## src/design/egls_sqrt.sv

```systemverilog
// Pipelined integer square root, one result bit per stage (floor of the root).
// No package dependency.
module egls_sqrt #(
    parameter int IW = 66,
    parameter int RW = 33
) (
    input  logic          clk,
    input  logic [IW-1:0] val,
    output logic [RW-1:0] root
);

    logic [IW-1:0] v_reg   [RW];
    logic [IW:0]   res_reg [RW];

    for (genvar k = 0; k < RW; k++)
    begin : g_stage
        localparam logic [IW:0] BIT_K = (IW+1)'(1) << (2 * (RW - 1 - k));
        logic [IW-1:0] v_in;
        logic [IW:0]   res_in;
        logic [IW:0]   t;
        logic          ge;

        if (k == 0)
        begin : g_first
            assign v_in   = val;
            assign res_in = '0;
        end
        else
        begin : g_next
            assign v_in   = v_reg[k-1];
            assign res_in = res_reg[k-1];
        end

        assign t  = res_in + BIT_K;
        assign ge = {1'b0, v_in} >= t;

        always_ff @(posedge clk)
        begin
            v_reg[k]   <= ge ? (v_in - t[IW-1:0]) : v_in;
            res_reg[k] <= ge ? ((res_in >> 1) + BIT_K) : (res_in >> 1);
        end
    end

    assign root = res_reg[RW-1][RW-1:0];

endmodule

```

## config.mk

```make
export PLATFORM = sky130hd
export DESIGN_NAME = egls_sqrt
export DESIGN_NICKNAME = d
export VERILOG_FILES = /design/src/design/egls_sqrt.sv
export SDC_FILE = /design/constraint.sdc
export NUM_CORES = 2
export LEC_CHECK = 0
export BUFFER_PORTS_ARGS = -buffer_cell sky130_fd_sc_hd__buf_4
export CORE_MARGIN = 5
export CORE_UTILIZATION = 27
export CTS_CLUSTER_DIAMETER = 50
export CTS_CLUSTER_SIZE = 8
export DETAILED_ROUTE_END_ITERATION = 16
export PLACE_DENSITY = 0.4
export SYNTH_ARGS = -nofsm -noshare
export SYNTH_HDL_FRONTEND = slang
export SYNTH_MEMORY_MAX_BITS = 65536
export SYNTH_SLANG_ARGS = --single-unit
```

## constraint.sdc

```tcl
create_clock -name clk -period 3.8 [get_ports clk]
set_input_delay 0.57 -clock clk [delete_from_list [all_inputs] [get_ports clk]]
set_output_delay 0.57 -clock clk [all_outputs]
set_load 0.01 [all_outputs]
```

==> results.ini <==
[status]
status=completed

[grt]
track_usage_pct=15.0
antenna_found_initial=23
grt_overflow=0
grt_pass1_wl_mm=459
grt_pass1_vias=75527
grt_max_degree=59

[synthesis]
synth-seq-cells=2673
synth_top_cell_by_area=dfxtp_1
synth_area_leaders=dfxtp_1 (53%), ha_1 (7.3%), xnor2_1 (4.6%), a21oi_1 (3.4%), xor2_1 (3.3%)
synth-main-ff-cell=dfxtp_1
synth_edf_count=0
syn_area_per_cell_um2=9.91
syn-num-nets=10927
synth_top_area_share_pct=52.6
syn-instance-count=10270
synth.distinct_cells=93
netlist_area_mm2=0.102
yosys_warnings=0
yosysSeqAreaShare_pct=52.6
async_flop_share_pct=0

[timing]
hold_violations=0
min_period_ns=3.67
setup-tns-final_ns=0
tightestPinTransition_ns=1.16
fmax_ghz=0.272
rsz0062_at_grt=false
finalSetupViolCount=0
slew_viol_final=0
period_share_pct=96.7
slew-limit-headroom_pct=22.0
fin_skew_ns=0.108

[route]
wl_mm=303
ant_nets=0
drc_errors=0
drt-initial-drc-count=4144
routedWlPerCell_um=18.8
dr_total_vias=74393
routed_via_density=4.63
drtPass1Iterations=7

[die]
initial_core_util_pct=27.1
die_x_um=624
die_h_um=624
rows=225
io_pins=100
core-area_mm2=0.376
dieArea_mm2=0.389

[critical_path]
critPathKind=flop to flop
path_buf_inv=1
crit_family=simple AND/OR/NAND/NOR gates
cp.arrival_ns=4.44
worst_path_largest_cell_delay_ns=0.66
critPathLaunch=res_reg[28][30]$_DFF_P_
end_kind=flop
cp_slowest_cell=or4b_2
crit_required_ns=4.57
path_max_fanout=10
r2r-start=res_reg[28][30]$_DFF_P_
setup.worst_path.start_class=flop
rr_worst_depth=10
worst_r2r_endpoint=v_reg[0][1962]$_DFF_P_
regToRegSetupSlack_ns=0.13
path_cells=inv_1 -> ha_1 -> and4_2 -> nor4bb_4 -> nand4_1 -> nor4_2 -> nor3_2 -> o22a_1 -> or4b_2 -> xnor2_1

[min_path]
worstHoldEndpoint=v_reg[0][62]$_DFF_P_
worstHoldPathType=primary input to flop
min_path_cells=2
min_from=val[62]

[placed_design]
dpl_cell_area_mm2=0.110
gp_congestion=0.864
hpwl_mm=242
port_buffers=99

[power]
cellPowerDensity_mw_per_mm2=796
power_mw=98.1
leakage_nw=54.7
ir_worst_vdd_mv=0.400

[flow_run]
maxCapViolCount=0

[clock_network]
clk_pin_slew_ns=0.05
htreeDepth=5
cts_sinks=2673
clockBufferDepth=4
cts_root_buf=clkbuf_16
cts_made_buffers=418
cts_tree=yes
clock_latency_ns=0.94

[final_layout]
area_delta_synth_final_pct=21.1
fill_cells=38539
design_area_mm2=0.123
layout.nets=11570
final_layout_size_suffix_gt1_share_pct=10.2
largest_reg_flops=2112

[cell usage in the layout (no fill, tap or decap), types with 218 or more instances in the layout]
| master | count |
|---|---|
| dfxtp_1 | 2673 |
| inv_1 | 742 |
| nor2_1 | 722 |
| a21oi_1 | 687 |
| nand2_1 | 613 |
| ha_1 | 590 |
| xnor2_1 | 536 |
| clkbuf_16 | 425 |
| o21ai_0 | 423 |
| xor2_1 | 388 |
| buf_4 | 363 |
| nor4_1 | 344 |
| nor3_1 | 266 |
| a21o_1 | 218 |
[power breakdown]
part / total, mW / internal [mW] / leakage, nW / switching (mW)
Clock: 33.7 / 21.1 / 5.94 / 12.6
Sequential: 40.6 / 34.5 / 22.4 / 6.11
Combinational: 23.9 / 10.5 / 26.4 / 13.3
Total: 98.1 / 66.1 / 54.7 / 32.0
[metrics by stage]
| step | cells | hold slack (ns) | util, % | setup WS (ns) |
|---|---|---|---|---|
| after floorplan | 10270 | 0.322 | - | 0.465 |
| after global placement | 15417 | 0.331 | 29.3 | -0.226 |
| after detailed placement | 15417 | 0.332 | 29.3 | -0.262 |
| after CTS | 16050 | 0.152 | 32.8 | 0.0131 |
| after global routing | 16051 | 0.171 | 32.8 | 0.000249 |
| final | 16059 | 0.256 | 32.8 | 0.127 |
[what timing repair did]
action | CTS | global route
hold endpoints to repair | 67 | 0
endpoints found under the setup margin | 15 | 51
cloned | 0 | 0
hold buffers | 67 | 0
buffers inserted | 3 | 0
pin swaps | 1 | 2
resized for setup | 4 | 22
[synth_stat cells (all sizes together) (35+ instances only)]
library cell	n
nand2	614
a21o	218
a31oi	43
mux2	96
xor2	388
or4	88
a211oi	60
o21ai	432
nand3b	35
nor4	355
clkbuf	191
o21a	112
nor2	724
o31ai	51
nor4b	43
nor3	270
and2	47
and3	56
o211ai	47
nand2b	105
nand3	181
o21bai	61
or3	124
xnor2	536
nor2b	76
dfxtp	2673
ha	590
inv	746
a21oi	690
or2	50
nand4	175
[cell type report]
class                   instances  area (um2)  area share (%)
inverters                     747        2800            2.28
diodes                          9        22.5          0.0183
flip-flops and latches       2673       53500            43.4
well taps                    4994        6250            5.07
clock inverters                93        1220           0.994
repair buffers                441        3610            2.93
clock buffers                 470       11000            8.93
multi-input cells            6632       44800            36.4
[per-layer routing]
layer | vias up | track usage, % | wire (um)
met5 | - | 0 | 0
met4 | 0 | 3.66 | 6860
met3 | 431 | 2.12 | 11400
met2 | 1434 | 25.5 | 142000
met1 | 35467 | 20.1 | 142000
li1 | 37061 | - | -
[worst max-delay path by stage]
| stage | endpoint | depth (start not counted) |
|---|---|---|
| after floorplan | v_reg[0][2043]$_DFF_P_ | 13 |
| after global placement | v_reg[0][1968]$_DFF_P_ | 11 |
| after detailed placement | v_reg[0][1960]$_DFF_P_ | 11 |
| after CTS | v_reg[0][1449]$_DFF_P_ | 15 |
| after global routing | v_reg[0][1970]$_DFF_P_ | 12 |
| final | v_reg[0][1962]$_DFF_P_ | 10 |
[cell families (layout without fill, tap and decap cells)]
kind of cell	after synthesis	count (layout)	synth area share, %
fa+ha+maj	590	590	7.26
xor+xnor	924	924	7.95
buf+inv	965	1751	3.59
compound gates	1950	1950	11.9
flops	2673	2673	52.6
simple gates	3058	3058	15.5
mux	110	110	1.20
other cells	0	9	0
Power figures use the tool's default switching activity.
